<file path="config.mk">
export PLATFORM = sky130hd
export DESIGN_NAME = source_lexer
export DESIGN_NICKNAME = d
export VERILOG_FILES = /design/src/rtl/slx_pkg.sv /design/src/rtl/slx_front.sv /design/src/rtl/slx_queue.sv /design/src/rtl/slx_back.sv /design/src/rtl/source_lexer.sv
export SDC_FILE = /design/constraint.sdc
export NUM_CORES = 2
export LEC_CHECK = 0
export BUFFER_PORTS_ARGS = -buffer_cell sky130_fd_sc_hd__buf_4
export CORE_MARGIN = 8
export CORE_UTILIZATION = 40
export DETAILED_ROUTE_END_ITERATION = 8
export PLACE_DENSITY_LB_ADDON = 0.12
export SLEW_MARGIN = 20
export SYNTH_ARGS = -nofsm -noshare
export SYNTH_HDL_FRONTEND = slang
export SYNTH_HIERARCHICAL = 1
export SYNTH_SLANG_ARGS = --single-unit
</file>
<file path="constraint.sdc">
create_clock -name clk -period 22.8 [get_ports clk]
set_input_delay 3.42 -clock clk [delete_from_list [all_inputs] [get_ports clk]]
set_output_delay 3.42 -clock clk [all_outputs]
set_load 0.1 [all_outputs]
</file>
<file path="src/rtl/slx_pkg.sv">
// ----------------------------------------------------------------------------
// slx_pkg
// Shared types, constants and character-class helpers of the source lexer.
// ----------------------------------------------------------------------------
package slx_pkg;

    localparam int LINE_WIDTH_DEF   = 24;
    localparam int COLUMN_WIDTH_DEF = 16;
    localparam int OFFSET_WIDTH_DEF = 32;

    localparam int TOKEN_LIMIT_W   = 20;
    localparam logic [TOKEN_LIMIT_W-1:0] TOKEN_LIMIT_RST = 20'd65535;

    // result field widths
    typedef logic [5:0]  kind_t;
    typedef logic [23:0] line_t;
    typedef logic [15:0] col_t;
    typedef logic [31:0] off_t;
    typedef logic [15:0] tlen_t;
    typedef logic [62:0] value_t;
    typedef logic [20:0] cnt_t;

    localparam value_t VALUE_MAX = '1;
    localparam cnt_t   CNT_SAT   = '1;

    localparam int DATA_BITS = 24 + 16 + 32 + 16 + 63 + 3 + 21;
    localparam int TDATA_W   = ((DATA_BITS + 7) / 8) * 8;
    localparam int PAD_W     = TDATA_W - DATA_BITS;

    localparam int QDEPTH = 4;
    localparam int QPTR_W = $clog2(QDEPTH);
    localparam int QCNT_W = $clog2(QDEPTH + 1);

    localparam kind_t K_IDENT  = 6'd39;
    localparam kind_t K_STRING = 6'd40;
    localparam kind_t K_NUMBER = 6'd41;
    localparam kind_t K_EOF    = 6'd42;
    localparam kind_t K_FN     = 6'd27;

    typedef enum logic [2:0] {
        ST_OK         = 3'd0,
        ST_BAD_NUMBER = 3'd1,
        ST_UNTERM_STR = 3'd2,
        ST_UNEXPECTED = 3'd3,
        ST_LIMIT      = 3'd4
    } status_t;

    typedef enum logic [3:0] {
        M_IDLE, M_SKIP, M_SKIP_LINE, M_SKIP_BLOCK, M_LINE, M_BLOCK,
        M_SKIP_HEX, M_SKIP_BIN, M_IDENT, M_STR, M_STR_ESC,
        M_DEC, M_HEX, M_BIN, M_HALT
    } mode_t;

    typedef struct packed {
        kind_t   kind;
        line_t   line;
        col_t    column;
        off_t    start_offset;
        tlen_t   text_length;
        value_t  number_value;
        status_t status;
        cnt_t    token_count;
        logic    last;
    } rec_t;

    typedef struct packed {
        logic v0;
        logic v1;
    } push_t;

    typedef struct packed {
        logic  hit;
        logic  two;
        kind_t kind;
    } sym_t;

    typedef struct packed {
        logic  hit;
        kind_t kind;
    } kw_t;

    function automatic logic is_space(input logic [7:0] c);
        return (c == " ") || (c >= 8'd9 && c <= 8'd13);
    endfunction

    function automatic logic is_digit(input logic [7:0] c);
        return c >= "0" && c <= "9";
    endfunction

    function automatic logic is_alpha(input logic [7:0] c);
        return (c >= "a" && c <= "z") || (c >= "A" && c <= "Z");
    endfunction

    function automatic logic is_ident(input logic [7:0] c);
        return is_alpha(c) || is_digit(c) || c == "_";
    endfunction

    function automatic logic is_hex(input logic [7:0] c);
        return is_digit(c) || (c >= "a" && c <= "f") || (c >= "A" && c <= "F");
    endfunction

    function automatic logic is_bin(input logic [7:0] c);
        return c == "0" || c == "1";
    endfunction

    // digit test for the base a number mode works in
    function automatic logic in_base(input mode_t m, input logic [7:0] c);
        logic r;
        case (m)
            M_HEX, M_SKIP_HEX: r = is_hex(c);
            M_BIN, M_SKIP_BIN: r = is_bin(c);
            default:           r = is_digit(c);
        endcase
        return r;
    endfunction

    function automatic logic [3:0] digit_value(input logic [7:0] c);
        logic [3:0] r;
        if (is_digit(c))
            r = 4'(c - "0");
        else if (c >= "a" && c <= "f")
            r = 4'(c - "a" + 8'd10);
        else if (c >= "A" && c <= "F")
            r = 4'(c - "A" + 8'd10);
        else
            r = 4'd0;
        return r;
    endfunction

    // acc * base + d, saturating
    function automatic value_t acc_step(input value_t acc, input mode_t m, input logic [3:0] d);
        logic [66:0] a;
        logic [66:0] p;
        a = 67'(acc);
        case (m)
            M_HEX:   p = (a << 4) + 67'(d);
            M_BIN:   p = (a << 1) + 67'(d);
            default: p = (a << 3) + (a << 1) + 67'(d);
        endcase
        return (p[66:63] != 4'd0) ? VALUE_MAX : p[62:0];
    endfunction

    function automatic sym_t symbol_kind(input logic [7:0] c, input logic [7:0] n);
        sym_t r;
        r.hit  = 1'b1;
        r.two  = 1'b0;
        r.kind = 6'd0;
        case (c)
            ";": r.kind = 6'd0;
            "(": r.kind = 6'd1;
            ")": r.kind = 6'd2;
            "{": r.kind = 6'd3;
            "}": r.kind = 6'd4;
            "@": r.kind = 6'd5;
            ",": r.kind = 6'd6;
            "*": begin r.two = (n == "="); r.kind = r.two ? 6'd8  : 6'd7;  end
            "+": begin r.two = (n == "="); r.kind = r.two ? 6'd10 : 6'd9;  end
            "/": begin r.two = (n == "="); r.kind = r.two ? 6'd12 : 6'd11; end
            "&": begin r.two = (n == "&"); r.kind = r.two ? 6'd14 : 6'd13; end
            "=": begin r.two = (n == "="); r.kind = r.two ? 6'd16 : 6'd15; end
            "!": begin r.two = (n == "="); r.kind = r.two ? 6'd18 : 6'd17; end
            "<": begin r.two = (n == "="); r.kind = r.two ? 6'd20 : 6'd19; end
            ">": begin r.two = (n == "="); r.kind = r.two ? 6'd22 : 6'd21; end
            "|": begin r.two = (n == "|"); r.hit = r.two; r.kind = 6'd23; end
            "-":
            begin
                r.two  = (n == ">") || (n == "=");
                r.kind = (n == ">") ? 6'd25 : (n == "=") ? 6'd26 : 6'd24;
            end
            default: r.hit = 1'b0;
        endcase
        return r;
    endfunction

    // keyword lookup on the first bytes of a word, little-endian packed
    function automatic kw_t kw_match(input logic [55:0] p, input logic [15:0] len);
        kw_t r;
        r.hit  = 1'b1;
        r.kind = K_FN;
        if (len == 16'd2 && p == 56'(16'h6E66))
            r.kind = K_FN;
        else if (len == 16'd3 && p == 56'(24'h676572))
            r.kind = 6'd28;
        else if (len == 16'd6 && p == 56'(48'h6E7275746572))
            r.kind = 6'd29;
        else if (len == 16'd4 && p == 56'(32'h64696F76))
            r.kind = 6'd30;
        else if (len == 16'd2 && p == 56'(16'h6669))
            r.kind = 6'd31;
        else if (len == 16'd4 && p == 56'(32'h65736C65))
            r.kind = 6'd32;
        else if (len == 16'd5 && p == 56'(40'h656C696877))
            r.kind = 6'd33;
        else if (len == 16'd3 && p == 56'(24'h726F66))
            r.kind = 6'd34;
        else if (len == 16'd2 && p == 56'(16'h3875))
            r.kind = 6'd35;
        else if (len == 16'd2 && p == 56'(16'h3869))
            r.kind = 6'd36;
        else if (len == 16'd3 && p == 56'(24'h363175))
            r.kind = 6'd37;
        else if (len == 16'd3 && p == 56'(24'h363169))
            r.kind = 6'd38;
        else if (len == 16'd4 && p == 56'(32'h6C6C756E))
            r.kind = K_NUMBER;
        else
            r.hit = 1'b0;
        return r;
    endfunction

endpackage

</file>
<file path="src/rtl/slx_front.sv">
// ----------------------------------------------------------------------------
// slx_front
// Lexer core: takes one byte per transfer, classifies it against the held
// character and writes up to two result records into the queue.
// ----------------------------------------------------------------------------
module slx_front #(
    parameter int LINE_WIDTH   = slx_pkg::LINE_WIDTH_DEF,
    parameter int COLUMN_WIDTH = slx_pkg::COLUMN_WIDTH_DEF,
    parameter int OFFSET_WIDTH = slx_pkg::OFFSET_WIDTH_DEF
) (
    input  logic                                clk,
    input  logic                                rst_n,
    input  logic                                fire,
    input  logic [7:0]                          byte_in,
    input  logic                                is_end,
    input  logic [slx_pkg::TOKEN_LIMIT_W-1:0]   token_limit,
    output slx_pkg::push_t                      push,
    output slx_pkg::rec_t                       rec0,
    output slx_pkg::rec_t                       rec1
);

    slx_pkg::mode_t            mode_reg, mode_next;
    logic [7:0]                pend_reg, pend_next;
    logic                      pend_v_reg, pend_v_next;
    logic [LINE_WIDTH-1:0]     line_reg, line_next;
    logic [COLUMN_WIDTH-1:0]   col_reg, col_next;
    logic [OFFSET_WIDTH-1:0]   off_reg, off_next;
    logic [LINE_WIDTH-1:0]     tline_reg, tline_next;
    logic [COLUMN_WIDTH-1:0]   tcol_reg, tcol_next;
    logic [OFFSET_WIDTH-1:0]   toff_reg, toff_next;
    logic [55:0]               wpre_reg, wpre_next;
    logic [15:0]               wlen_reg, wlen_next;
    slx_pkg::value_t           acc_reg, acc_next;
    slx_pkg::cnt_t             cnt_reg, cnt_next;
    slx_pkg::status_t          err_reg, err_next;

    always_comb
    begin
        logic [7:0]       c;
        logic [7:0]       n;
        logic             is_eof;
        logic             adv;
        logic             adv_nl;
        logic             dispatch;
        logic             fail_v;
        slx_pkg::status_t fail_code;
        logic             tok_v;
        slx_pkg::kind_t   tok_kind;
        logic             tok_text;
        slx_pkg::value_t  tok_val;
        logic             finish;
        slx_pkg::sym_t    sym;
        slx_pkg::kw_t     kw;
        slx_pkg::rec_t    tok_rec;
        slx_pkg::rec_t    eof_rec;

        mode_next   = mode_reg;
        pend_next   = pend_reg;
        pend_v_next = pend_v_reg;
        line_next   = line_reg;
        col_next    = col_reg;
        off_next    = off_reg;
        tline_next  = tline_reg;
        tcol_next   = tcol_reg;
        toff_next   = toff_reg;
        wpre_next   = wpre_reg;
        wlen_next   = wlen_reg;
        acc_next    = acc_reg;
        cnt_next    = cnt_reg;
        err_next    = err_reg;

        c         = pend_reg;
        is_eof    = is_end || (byte_in == 8'd0);
        n         = is_eof ? 8'd0 : byte_in;
        adv       = 1'b0;
        adv_nl    = 1'b0;
        dispatch  = 1'b0;
        fail_v    = 1'b0;
        fail_code = slx_pkg::ST_OK;
        tok_v     = 1'b0;
        tok_kind  = slx_pkg::K_NUMBER;
        tok_text  = 1'b0;
        tok_val   = '0;
        finish    = 1'b0;
        sym       = slx_pkg::symbol_kind(c, n);
        kw        = '0;
        tok_rec   = '0;
        eof_rec   = '0;
        push      = '0;
        rec0      = '0;
        rec1      = '0;

        if (fire)
        begin
            // limit check at the start of every transfer
            if (err_next == slx_pkg::ST_OK && cnt_reg >= slx_pkg::cnt_t'(token_limit))
            begin
                err_next  = slx_pkg::ST_LIMIT;
                mode_next = slx_pkg::M_HALT;
            end

            if (pend_v_reg)
            begin
                case (mode_next)
                    slx_pkg::M_HALT: ;
                    slx_pkg::M_SKIP:
                    begin
                        adv = 1'b1;
                        mode_next = slx_pkg::M_IDLE;
                    end
                    slx_pkg::M_SKIP_LINE:
                    begin
                        adv = 1'b1;
                        mode_next = slx_pkg::M_LINE;
                    end
                    slx_pkg::M_SKIP_BLOCK:
                    begin
                        adv = 1'b1;
                        mode_next = slx_pkg::M_BLOCK;
                    end
                    slx_pkg::M_LINE:
                    begin
                        if (c != "\n")
                            adv = 1'b1;
                        else
                            dispatch = 1'b1;
                    end
                    slx_pkg::M_BLOCK:
                    begin
                        adv = 1'b1;
                        if (c == "*" && n == "/")
                            mode_next = slx_pkg::M_SKIP;
                        else
                            adv_nl = 1'b1;
                    end
                    slx_pkg::M_SKIP_HEX, slx_pkg::M_SKIP_BIN:
                    begin
                        adv = 1'b1;
                        if (slx_pkg::in_base(mode_next, n))
                            mode_next = (mode_next == slx_pkg::M_SKIP_HEX) ?
                                        slx_pkg::M_HEX : slx_pkg::M_BIN;
                        else
                        begin
                            fail_v    = 1'b1;
                            fail_code = slx_pkg::ST_BAD_NUMBER;
                        end
                    end
                    slx_pkg::M_IDENT:
                    begin
                        if (wlen_next < 16'd7)
                            wpre_next = wpre_next | (56'(c) << {wlen_next[2:0], 3'b000});
                        if (wlen_next != 16'hFFFF)
                            wlen_next = wlen_next + 16'd1;
                        adv = 1'b1;
                        if (!slx_pkg::is_ident(n))
                        begin
                            mode_next = slx_pkg::M_IDLE;
                            finish    = 1'b1;
                        end
                    end
                    slx_pkg::M_STR:
                    begin
                        if (c == "\"")
                        begin
                            adv       = 1'b1;
                            mode_next = slx_pkg::M_IDLE;
                            tok_v     = 1'b1;
                            tok_kind  = slx_pkg::K_STRING;
                            tok_text  = 1'b1;
                        end
                        else if (c == "\n")
                        begin
                            fail_v    = 1'b1;
                            fail_code = slx_pkg::ST_UNTERM_STR;
                        end
                        else
                        begin
                            adv = 1'b1;
                            if (wlen_next != 16'hFFFF)
                                wlen_next = wlen_next + 16'd1;
                            if (c == "\\")
                                mode_next = slx_pkg::M_STR_ESC;
                        end
                    end
                    slx_pkg::M_STR_ESC:
                    begin
                        adv = 1'b1;
                        if (wlen_next != 16'hFFFF)
                            wlen_next = wlen_next + 16'd1;
                        mode_next = slx_pkg::M_STR;
                    end
                    slx_pkg::M_DEC, slx_pkg::M_HEX, slx_pkg::M_BIN:
                    begin
                        acc_next = slx_pkg::acc_step(acc_reg, mode_next,
                                                     slx_pkg::digit_value(c));
                        adv = 1'b1;
                        if (!slx_pkg::in_base(mode_next, n))
                        begin
                            mode_next = slx_pkg::M_IDLE;
                            tok_v     = 1'b1;
                            tok_kind  = slx_pkg::K_NUMBER;
                            tok_val   = acc_next;
                        end
                    end
                    default: dispatch = 1'b1;
                endcase

                if (dispatch)
                begin
                    mode_next = slx_pkg::M_IDLE;
                    if (slx_pkg::is_space(c))
                    begin
                        adv    = 1'b1;
                        adv_nl = 1'b1;
                    end
                    else if (c == "/" && n == "/")
                    begin
                        adv       = 1'b1;
                        mode_next = slx_pkg::M_SKIP_LINE;
                    end
                    else if (c == "/" && n == "*")
                    begin
                        adv       = 1'b1;
                        mode_next = slx_pkg::M_SKIP_BLOCK;
                    end
                    else
                    begin
                        tline_next = line_reg;
                        tcol_next  = col_reg;
                        toff_next  = off_reg;
                        if (sym.hit)
                        begin
                            adv       = 1'b1;
                            mode_next = sym.two ? slx_pkg::M_SKIP : slx_pkg::M_IDLE;
                            tok_v     = 1'b1;
                            tok_kind  = sym.kind;
                        end
                        else if (c == "\"")
                        begin
                            toff_next = off_reg + 1'b1;
                            wlen_next = '0;
                            adv       = 1'b1;
                            mode_next = slx_pkg::M_STR;
                        end
                        else if (slx_pkg::is_digit(c))
                        begin
                            acc_next = '0;
                            adv      = 1'b1;
                            if (c == "0" && (n == "x" || n == "X"))
                                mode_next = slx_pkg::M_SKIP_HEX;
                            else if (c == "0" && (n == "b" || n == "B"))
                                mode_next = slx_pkg::M_SKIP_BIN;
                            else
                            begin
                                acc_next = slx_pkg::value_t'(slx_pkg::digit_value(c));
                                if (slx_pkg::is_digit(n))
                                    mode_next = slx_pkg::M_DEC;
                                else
                                begin
                                    tok_v    = 1'b1;
                                    tok_kind = slx_pkg::K_NUMBER;
                                    tok_val  = acc_next;
                                end
                            end
                        end
                        else if (slx_pkg::is_alpha(c) || c == "_")
                        begin
                            wpre_next = 56'(c);
                            wlen_next = 16'd1;
                            adv       = 1'b1;
                            if (slx_pkg::is_ident(n))
                                mode_next = slx_pkg::M_IDENT;
                            else
                                finish = 1'b1;
                        end
                        else
                        begin
                            fail_v    = 1'b1;
                            fail_code = slx_pkg::ST_UNEXPECTED;
                        end
                    end
                end

                if (finish)
                begin
                    kw       = slx_pkg::kw_match(wpre_next, wlen_next);
                    tok_v    = 1'b1;
                    tok_kind = kw.hit ? kw.kind : slx_pkg::K_IDENT;
                    tok_text = !kw.hit;
                end

                if (fail_v)
                begin
                    if (err_next == slx_pkg::ST_OK)
                        err_next = fail_code;
                    mode_next = slx_pkg::M_HALT;
                end

                if (adv)
                begin
                    if (adv_nl && c == "\n")
                    begin
                        if (line_reg != '1)
                            line_next = line_reg + 1'b1;
                        col_next = COLUMN_WIDTH'(1);
                    end
                    else if (col_reg != '1)
                        col_next = col_reg + 1'b1;
                    off_next = off_reg + 1'b1;
                end

                if (tok_v)
                begin
                    if (cnt_next != slx_pkg::CNT_SAT)
                        cnt_next = cnt_next + 1'b1;
                    tok_rec.kind         = tok_kind;
                    tok_rec.line         = slx_pkg::line_t'(tline_next);
                    tok_rec.column       = slx_pkg::col_t'(tcol_next);
                    tok_rec.start_offset = tok_text ? slx_pkg::off_t'(toff_next) : '0;
                    tok_rec.text_length  = tok_text ? wlen_next : '0;
                    tok_rec.number_value = tok_val;
                    tok_rec.status       = slx_pkg::ST_OK;
                    tok_rec.token_count  = cnt_next;
                    tok_rec.last         = 1'b0;
                    if (err_next == slx_pkg::ST_OK &&
                        cnt_next >= slx_pkg::cnt_t'(token_limit))
                    begin
                        err_next  = slx_pkg::ST_LIMIT;
                        mode_next = slx_pkg::M_HALT;
                    end
                end
            end

            if (!is_eof)
            begin
                pend_next   = byte_in;
                pend_v_next = 1'b1;
            end
            else
            begin
                if (mode_next == slx_pkg::M_STR || mode_next == slx_pkg::M_STR_ESC)
                begin
                    if (err_next == slx_pkg::ST_OK)
                        err_next = slx_pkg::ST_UNTERM_STR;
                end
                if (err_next == slx_pkg::ST_OK && cnt_next >= slx_pkg::cnt_t'(token_limit))
                    err_next = slx_pkg::ST_LIMIT;
                eof_rec.kind         = slx_pkg::K_EOF;
                eof_rec.line         = slx_pkg::line_t'(line_next);
                eof_rec.column       = slx_pkg::col_t'(col_next);
                eof_rec.status       = err_next;
                eof_rec.token_count  = (err_next == slx_pkg::ST_OK) ? cnt_next + 1'b1 : cnt_next;
                eof_rec.last         = 1'b1;

                // a new source begins after eof
                mode_next   = slx_pkg::M_IDLE;
                pend_next   = '0;
                pend_v_next = 1'b0;
                line_next   = LINE_WIDTH'(1);
                col_next    = COLUMN_WIDTH'(1);
                off_next    = '0;
                tline_next  = '0;
                tcol_next   = '0;
                toff_next   = '0;
                wpre_next   = '0;
                wlen_next   = '0;
                acc_next    = '0;
                cnt_next    = '0;
                err_next    = slx_pkg::ST_OK;
            end

            if (tok_v)
            begin
                push.v0 = 1'b1;
                push.v1 = is_eof;
                rec0    = tok_rec;
                rec1    = eof_rec;
            end
            else
            begin
                push.v0 = is_eof;
                rec0    = eof_rec;
            end
        end
    end

    always_ff @(posedge clk or negedge rst_n)
    begin
        if (!rst_n)
        begin
            mode_reg   <= slx_pkg::M_IDLE;
            pend_reg   <= '0;
            pend_v_reg <= 1'b0;
            line_reg   <= LINE_WIDTH'(1);
            col_reg    <= COLUMN_WIDTH'(1);
            off_reg    <= '0;
            tline_reg  <= '0;
            tcol_reg   <= '0;
            toff_reg   <= '0;
            wpre_reg   <= '0;
            wlen_reg   <= '0;
            acc_reg    <= '0;
            cnt_reg    <= '0;
            err_reg    <= slx_pkg::ST_OK;
        end
        else
        begin
            mode_reg   <= mode_next;
            pend_reg   <= pend_next;
            pend_v_reg <= pend_v_next;
            line_reg   <= line_next;
            col_reg    <= col_next;
            off_reg    <= off_next;
            tline_reg  <= tline_next;
            tcol_reg   <= tcol_next;
            toff_reg   <= toff_next;
            wpre_reg   <= wpre_next;
            wlen_reg   <= wlen_next;
            acc_reg    <= acc_next;
            cnt_reg    <= cnt_next;
            err_reg    <= err_next;
        end
    end

endmodule

</file>
<file path="src/rtl/slx_queue.sv">
// ----------------------------------------------------------------------------
// slx_queue
// Short result queue between lexer core and output stage; up to two writes and
// one read per cycle.
// ----------------------------------------------------------------------------
module slx_queue (
    input  logic           clk,
    input  logic           rst_n,
    input  slx_pkg::push_t push,
    input  slx_pkg::rec_t  rec0,
    input  slx_pkg::rec_t  rec1,
    output logic           room,
    input  logic           pop,
    output logic           head_valid,
    output slx_pkg::rec_t  head
);

    slx_pkg::rec_t              slot_reg [slx_pkg::QDEPTH];
    logic [slx_pkg::QPTR_W-1:0] wr_reg, wr_next;
    logic [slx_pkg::QPTR_W-1:0] rd_reg, rd_next;
    logic [slx_pkg::QCNT_W-1:0] cnt_reg, cnt_next;
    logic [slx_pkg::QPTR_W-1:0] wr_plus1;
    logic [slx_pkg::QCNT_W-1:0] n_push;

    assign wr_plus1   = wr_reg + 1'b1;
    assign n_push     = slx_pkg::QCNT_W'(push.v0) + slx_pkg::QCNT_W'(push.v1);
    // room for a whole transfer's worth of results
    assign room       = cnt_reg <= slx_pkg::QCNT_W'(slx_pkg::QDEPTH - 2);
    assign head_valid = cnt_reg != '0;
    assign head       = slot_reg[rd_reg];

    always_comb
    begin
        wr_next  = wr_reg + slx_pkg::QPTR_W'(n_push);
        rd_next  = rd_reg + slx_pkg::QPTR_W'(pop);
        cnt_next = cnt_reg + n_push - slx_pkg::QCNT_W'(pop);
    end

    always_ff @(posedge clk)
    begin
        if (push.v0)
            slot_reg[wr_reg] <= rec0;
        if (push.v1)
            slot_reg[wr_plus1] <= rec1;
    end

    always_ff @(posedge clk or negedge rst_n)
    begin
        if (!rst_n)
        begin
            wr_reg  <= '0;
            rd_reg  <= '0;
            cnt_reg <= '0;
        end
        else
        begin
            wr_reg  <= wr_next;
            rd_reg  <= rd_next;
            cnt_reg <= cnt_next;
        end
    end

    a_no_overflow: assert property (@(posedge clk) disable iff (!rst_n)
        cnt_reg <= slx_pkg::QCNT_W'(slx_pkg::QDEPTH))
        else $error("result queue overflow");

    a_no_underflow: assert property (@(posedge clk) disable iff (!rst_n)
        pop |-> cnt_reg != '0)
        else $error("pop from empty result queue");

    a_push_order: assert property (@(posedge clk) disable iff (!rst_n)
        push.v1 |-> push.v0)
        else $error("second result written without first");

    a_fill_level: assert property (@(posedge clk) disable iff (!rst_n)
        $past(rst_n) |-> ((wr_reg - rd_reg) == slx_pkg::QPTR_W'(cnt_reg)))
        else $error("queue pointers and fill level disagree");

endmodule

</file>
<file path="src/rtl/slx_back.sv">
// ----------------------------------------------------------------------------
// slx_back
// Output stage: takes records from the queue into a register and packs them
// onto the master stream.
// ----------------------------------------------------------------------------
module slx_back (
    input  logic                          clk,
    input  logic                          rst_n,
    input  logic                          head_valid,
    input  slx_pkg::rec_t                 head,
    output logic                          pop,
    output logic                          m_axis_tvalid,
    input  logic                          m_axis_tready,
    output logic [slx_pkg::TDATA_W-1:0]   m_axis_tdata,
    output logic [5:0]                    m_axis_tuser,
    output logic                          m_axis_tlast
);

    slx_pkg::rec_t rec_reg;
    logic          valid_reg, valid_next;

    assign pop        = head_valid && (!valid_reg || m_axis_tready);
    assign valid_next = pop || (valid_reg && !m_axis_tready);

    always_ff @(posedge clk)
    begin
        if (pop)
            rec_reg <= head;
    end

    always_ff @(posedge clk or negedge rst_n)
    begin
        if (!rst_n)
            valid_reg <= 1'b0;
        else
            valid_reg <= valid_next;
    end

    assign m_axis_tvalid = valid_reg;
    assign m_axis_tuser  = rec_reg.kind;
    assign m_axis_tlast  = rec_reg.last;
    assign m_axis_tdata  = {{slx_pkg::PAD_W{1'b0}}, rec_reg.token_count, rec_reg.status,
                            rec_reg.number_value, rec_reg.text_length, rec_reg.start_offset,
                            rec_reg.column, rec_reg.line};

endmodule

</file>
<file path="src/rtl/source_lexer.sv">
// ----------------------------------------------------------------------------
// source_lexer
// Streaming tokenizer: one source byte per transfer in, tokens and a final
// eof status record out.
// ----------------------------------------------------------------------------
//  port group   dir  payload
//  s_axis_*     in   tdata[7:0] byte_in, tlast is_end
//  m_axis_*     out  tdata line/column/offset/length/value/status/count,
//                    tuser kind, tlast last
//  apb          in   token_limit at byte address 0
//
//  one byte per cycle while the queue has room; the lexer core decides a held
//  byte at the next transfer; results pass the queue, then the output register
//  a byte is taken while the four-entry result queue has two free entries,
//  so a stalled output stops input before the queue overflows
//  reset clears all lexing state; token_limit returns to 65535
// ----------------------------------------------------------------------------
module source_lexer #(
    parameter int LINE_WIDTH   = slx_pkg::LINE_WIDTH_DEF,
    parameter int COLUMN_WIDTH = slx_pkg::COLUMN_WIDTH_DEF,
    parameter int OFFSET_WIDTH = slx_pkg::OFFSET_WIDTH_DEF
) (
    input  logic                          clk,
    input  logic                          rst_n,
    input  logic                          s_axis_tvalid,
    output logic                          s_axis_tready,
    input  logic [7:0]                    s_axis_tdata,   // byte_in
    input  logic                          s_axis_tlast,   // is_end
    output logic                          m_axis_tvalid,
    input  logic                          m_axis_tready,
    // line, column, start_offset, text_length, number_value, status, token_count
    output logic [slx_pkg::TDATA_W-1:0]   m_axis_tdata,
    output logic [5:0]                    m_axis_tuser,   // kind
    output logic                          m_axis_tlast,   // last
    input  logic                          psel,
    input  logic                          penable,
    input  logic                          pwrite,
    input  logic [2:0]                    paddr,
    input  logic [31:0]                   pwdata,
    output logic [31:0]                   prdata,
    output logic                          pready
);

    logic [slx_pkg::TOKEN_LIMIT_W-1:0] limit_reg;
    logic                              fire;
    logic                              room;
    logic                              pop;
    logic                              head_valid;
    slx_pkg::push_t                    push;
    slx_pkg::rec_t                     rec0;
    slx_pkg::rec_t                     rec1;
    slx_pkg::rec_t                     head;

    assign pready = 1'b1;
    assign prdata = paddr[2] ? '0 : 32'(limit_reg);

    always_ff @(posedge clk or negedge rst_n)
    begin
        if (!rst_n)
            limit_reg <= slx_pkg::TOKEN_LIMIT_RST;
        else if (psel && penable && pwrite && pready && !paddr[2])
            limit_reg <= pwdata[slx_pkg::TOKEN_LIMIT_W-1:0];
    end

    assign s_axis_tready = room;
    assign fire          = s_axis_tvalid && room;

    slx_front #(
        .LINE_WIDTH   (LINE_WIDTH),
        .COLUMN_WIDTH (COLUMN_WIDTH),
        .OFFSET_WIDTH (OFFSET_WIDTH)
    ) u_front (
        .clk         (clk),
        .rst_n       (rst_n),
        .fire        (fire),
        .byte_in     (s_axis_tdata),
        .is_end      (s_axis_tlast),
        .token_limit (limit_reg),
        .push        (push),
        .rec0        (rec0),
        .rec1        (rec1)
    );

    slx_queue u_queue (
        .clk        (clk),
        .rst_n      (rst_n),
        .push       (push),
        .rec0       (rec0),
        .rec1       (rec1),
        .room       (room),
        .pop        (pop),
        .head_valid (head_valid),
        .head       (head)
    );

    slx_back u_back (
        .clk           (clk),
        .rst_n         (rst_n),
        .head_valid    (head_valid),
        .head          (head),
        .pop           (pop),
        .m_axis_tvalid (m_axis_tvalid),
        .m_axis_tready (m_axis_tready),
        .m_axis_tdata  (m_axis_tdata),
        .m_axis_tuser  (m_axis_tuser),
        .m_axis_tlast  (m_axis_tlast)
    );

endmodule
</file>
# Word-level counts from Yosys, hierarchy flattened
# Memory sizes are Yosys's and may differ from the RTL's. A register that Yosys moved wholly into a read port is not among the register bits.
# Index checks and enable logic that the tools add are counted.
word_totals:
  reg_bits: 344
  inputBits: 51
  elab_cells: 545
  rom_bits: 0
  latchBits: 0
  out_inout_bits: 218
  ramBits: 728
  mem_count: 1
classes:
  reduce_logical: 81
  addsub: 21
  bitwise: 1
  eq_ne: 75
  mux: 323
  order_cmp: 23
  multipliers: 0
  div_mod_pow: 0
  shift: 1
mem_list:
  columns: ["name", "words", "width", "read_ports", "rd_clocked_by_memory_dff", "wr", "line", "rtl"]
  rows:
  - ["u_queue.slot_reg", 4, 182, 1, 1, 2, "slx_queue.sv:18", "slx_pkg::rec_t slot_reg [slx_pkg::QDEPTH];"]
op_table:
  columns: ["cell", "count"]
  rows:
  - ["$mux W63", 24]
  - ["$mux W182", 6]
  - ["$mux W56", 14]
  - ["$mux W16", 27]
  - ["$mux W32", 12]
  - ["$mux W24", 11]
  - ["$mux W67", 3]
  - ["$mux W21", 9]
  - ["$eq A8 B6 Y1 const B", 23]
  - ["$eq A56 B31 Y1 const B", 3]
  - ["$mux W6", 27]
  - ["$mux W4", 35]
  - ["$add A67 B4 Y67", 2]
  - ["$pmux W67 S2", 1]
  - ["$eq A56 B14 Y1 const B", 2]
  - ["$eq A56 B15 Y1 const B", 2]
  - ["$eq A56 B22 Y1 const B", 2]
  - ["$eq A56 B23 Y1 const B", 2]
  - ["$mux W1", 102]
  - ["$eq A8 B7 Y1 const B", 12]
  - ["$pmux W6 S16", 1]
  - ["$mux W3", 29]
  - ["$add A66 B64 Y67", 1]
  - ["$add A64 B4 Y65", 1]
  - ["other kinds (64)", 174]

# Logic depth before layout (Yosys ltp)
depth:
  depth_word: 50
  depth_mapped: 34

# Hierarchy
# The synthesis kept the hierarchy.
modules_own_cells:
  columns: ["module", "cells_each", "seq_area_each_um2", "n_inst", "area_per_inst_um2"]
  rows:
  - ["slx_queue", 1797, 22036.1, 1, 35320.1]
  - ["slx_front", 4171, 7910.1, 1, 31211.2]
  - ["slx_back", 188, 5490.3, 1, 5520.3]
  - ["source_lexer", 81, 520.5, 1, 1111.1]

# Least setup slack after synthesis
# OpenSTA, ideal clock, no wires.
synth_timing:
  path_type: "in2reg"
  start: "input port s_axis_tdata[3]"
  end: "memory u_queue/slot_reg[2][0] (netlist bit) (enable)"
  cell_stages: 12
  setup_slack_ps: 3107
  n_path_buf: 2
  required_time_ps: 21824
  arrival_time_ps: 18718
  path_cell_list: "clkbuf_1 > inv_1 > o311ai_1 > o311a_1 > nand2_1 > a211o_1 > nand2_1 > o31ai_2 > clkbuf_1 > a21boi_0 > nand2b_1 > o21ai_0"
synth_rtl:
  columns: ["item", "line", "rtl"]
  rows:
  - ["start: declaration", "source_lexer.sv:27", "input logic [7:0] s_axis_tdata,"]
  - ["end: declaration", "slx_queue.sv:18", null]

==> results.yml <==
place:
  dp_slack_ns: 11.11
  io_buffers: 240
  hpwl_um: 146000
  gp_congestion: 0.964
worst_hold_path:
  hp-class: "reg2reg"
  holdPathStages: 2
  min_from: "u_front/tcol_reg[5]"
  hold_end: "u_front/tcol_reg[5]"
critical_path:
  crit_required_ns: 23.36
  path_cells: "buf_4, or4b_2, nor4_1, nand4_1, nand2_1, or3_2, a21o_1, a31oi_2, buf_4, and2_1, buf_4, nand2_2, buf_4, inv_1, nand3b_1, buf_4, buf_4, buf_4, mux2_2"
  crit_family: "buffers and inverters"
  worstPathArrival_ns: 11.52
  crit_type: "in2reg"
  worstRegToRegCells: 22
  crit_slowest_cell: "buf_4"
  r2r-start: "u_front/pend_reg[0]"
  crit_buf_inv: 8
  r2r_slack_ns: 13.02
  end_kind: "register"
  cp-start-kind: "input port"
  crit_fanout: 65
  crit_path_max_incr_delay_ns: 0.92
  crit_top_cell: "buf_4"
  r2r-end: "u_queue/slot_reg[2][160]"
floorplanning:
  fp.dieArea_mm2: 0.197
  start_util_pct: 40.1
  boundaryPins: 269
  row_count: 157
  dieWidth_um: 444
  die_height_um: 444
  core_area_mm2: 0.182
clocking:
  clockBufferDepth: 3
  clkTransAtPathRegs_ns: 0.06
  clock_sinks: 1254
  cts_setup_buffers: 0
  cts_resized: 0
  htree_levels: 4
  clock_latency_ns: 0.83
  cts_made_buffers: 144
  cts_tree: "yes"
  cts_hold_buf: 0
  clockRootBuffer: "clkbuf_16"
timing:
  finalSetupViolCount: 0
  hold_viol_final: 0
  finalCritPeriodShare_pct: 48.1
  post-route-min-period_ns: 10.96
  worst_pin_slew_ns: 1.23
  slew_viol_final: 0
  worst_slack_ns: 11.84
  rsz0062_at_grt: "no"
  tns_ns: 0
  max_freq_ghz: 0.0913
  worst_clock_skew_ns: 0.0378
  maxSlewHeadroom_pct: 17.9
synth:
  synth.avg_cell_area_um2: 11.7
  synth_edf_count: 910
  synth-main-ff-cell: "edfxtp_1"
  netlist_instances: 6237
  synth_area_mm2: 0.0732
  async_flop_share_pct: 27.4
  yosysSeqAreaShare_pct: 49.1
  ys_warn_count: 6
  synth_cell_types: 109
  ys_seq_elements: 1254
finish:
  regArea_mm2: 0.0360
  final_nets: 6592
  area_growth_pct: 11.2
  multiInputGateArea_mm2: 0.0345
  drive_gt1_share_pct: 24.7
  largest_reg_flops: 728
  fill_cells: 16900
grt:
  grt_first_pass_wirelength_um: 340000
  grt_max_degree: 104
  grt_use_total_pct: 22.1
  grt_pass1_vias: 52700
  grt_overflow: 0
  antenna_found_initial: 12
drt:
  antenna_left: 0
  vias: 51700
  drt-initial-drc-count: 4059
  post-route-drc-count: 0
  dr.pass1.iters: 6
  viasPerCell: 5.84
  wl_um: 225000
  wl_per_cell_um: 25.4
pwr:
  pwr_density_cell_mw_per_mm2: 110
  p_leak_uw: 0.0315
  vdd_drop_max_v: 0.000117
outcome:
  status: "completed"
flow_run:
  drv_cap: 0
[stage by stage]
stage | cell area [µm²] | cells | utilization, % | power, µW | hold slack [ns]
global placement | 76700 | 8574 | 42.0 | 6700 | 0.462
CTS | 81400 | 8844 | 44.6 | 9040 | 0.483
floorplan | 73600 | 6361 | - | 5480 | 0.450
finish | 81400 | 8850 | 44.6 | 8950 | 0.479
global route | 81400 | 8850 | 44.6 | 9290 | 0.507
detailed placement | 76700 | 8575 | 42.0 | 6710 | 0.470
[how the worst max path moves through the flow]
stage | startpoint | endpoint | slack (ns) | cells after the start
6_report | s_axis_tdata[7] | u_queue/slot_reg[2][159] | 11.84 | 19
5_1_grt | s_axis_tdata[7] | u_queue/slot_reg[2][160] | 11.66 | 19
2_1_floorplan | s_axis_tdata[3] | u_queue/slot_reg[2][0] | 3.11 | 12
3_5_place_dp | s_axis_tdata[7] | u_queue/slot_reg[2][167] | 11.11 | 19
4_1_cts | s_axis_tdata[7] | u_queue/slot_reg[2][167] | 12.00 | 19
3_3_place_gp | s_axis_tdata[7] | u_queue/slot_reg[2][165] | 11.19 | 19
[worst min-delay path: stages, from the launching register on]
cell and delay [ns]:
dfrtp_1 0.34, nand2_1 0.04, o21ai_0 0.06
[area by class of cell]
type                    count  area share [%]
flip-flops and latches   1254            44.2
multi-input cells        4441            42.4
clock buffers             196            4.88
well taps                2385            3.67
repair buffers            364            3.40
clock inverters            73           0.856
inverters                 131           0.604
diodes                      6          0.0184
[logic make-up after synthesis]
| logic type | after synthesis | synth area share (%) |
|---|---|---|
| simple gates | 1683 | 11.1 |
| flops | 1254 | 49.1 |
| compound gates | 1197 | 10.7 |
| mux | 979 | 17.9 |
| buf+inv | 666 | 4.59 |
| xor+xnor | 249 | 2.98 |
| fa+ha+maj | 205 | 3.55 |
| other cells | 4 | 0.0205 |
[routing by layer]
metal	vias up	part of all wire (%)	global-route usage, %	wire (µm)
met4	4	3.5	7.74	7870
met3	377	5.1	3.52	11400
met2	1486	48	37.2	109000
met1	26100	43	29.1	96400
li1	23700	-	-	-
met5	-	0.012	0	28
[synth_stat cells, types with 38 or more instances]
library cell    n  area share [%]
o21ai_0       359             2.5
nand2b_1       38            0.32
clkbuf_1      234             1.2
nor2b_1        59            0.50
nor2_1        469             2.4
nand4_1        99            0.85
a21o_1         70            0.72
o31ai_1        41            0.42
ha_1          201             3.4
a211oi_1       66            0.68
dfrtp_1       326              11
a21oi_1       183             1.3
nand2_1       465             2.4
nand3_1       147             1.0
buf_1          40            0.21
mux4_2        182             5.6
inv_1         129            0.66
a22o_1         39            0.47
mux2_2        724              11
buf_2          82            0.56
xor2_1         91             1.1
xnor2_1       158             1.9
nor4_1         54            0.46
and3_1         70            0.60
o22ai_1        91            0.78
nor3_1        120            0.82
mux2i_1        42            0.57
a31oi_1        67            0.57
buf_4         157             1.6
edfxtp_1      910              37
[report_power, final]
| group | total [µW] | switching, µW | internal (µW) |
|---|---|---|---|
| clock | 2300 | 1000 | 1300 |
| combinational | 3560 | 2650 | 903 |
| sequential | 3090 | 211 | 2880 |
[cells in the final DEF, fill, tap and decap left out, drive strengths merged, types with 184 or more instances in the layout]
| master | synthesis | layout |
|---|---|---|
| buf | 301 | 364 |
| ha | 201 | 201 |
| edfxtp | 910 | 910 |
| clkbuf | 234 | 196 |
| a21oi | 184 | 184 |
| nor2 | 470 | 470 |
| dfrtp | 326 | 326 |
| nand2 | 466 | 466 |
| o21ai | 365 | 365 |
| mux2 | 755 | 755 |
Note: power is estimated with default switching activity, not from simulation.
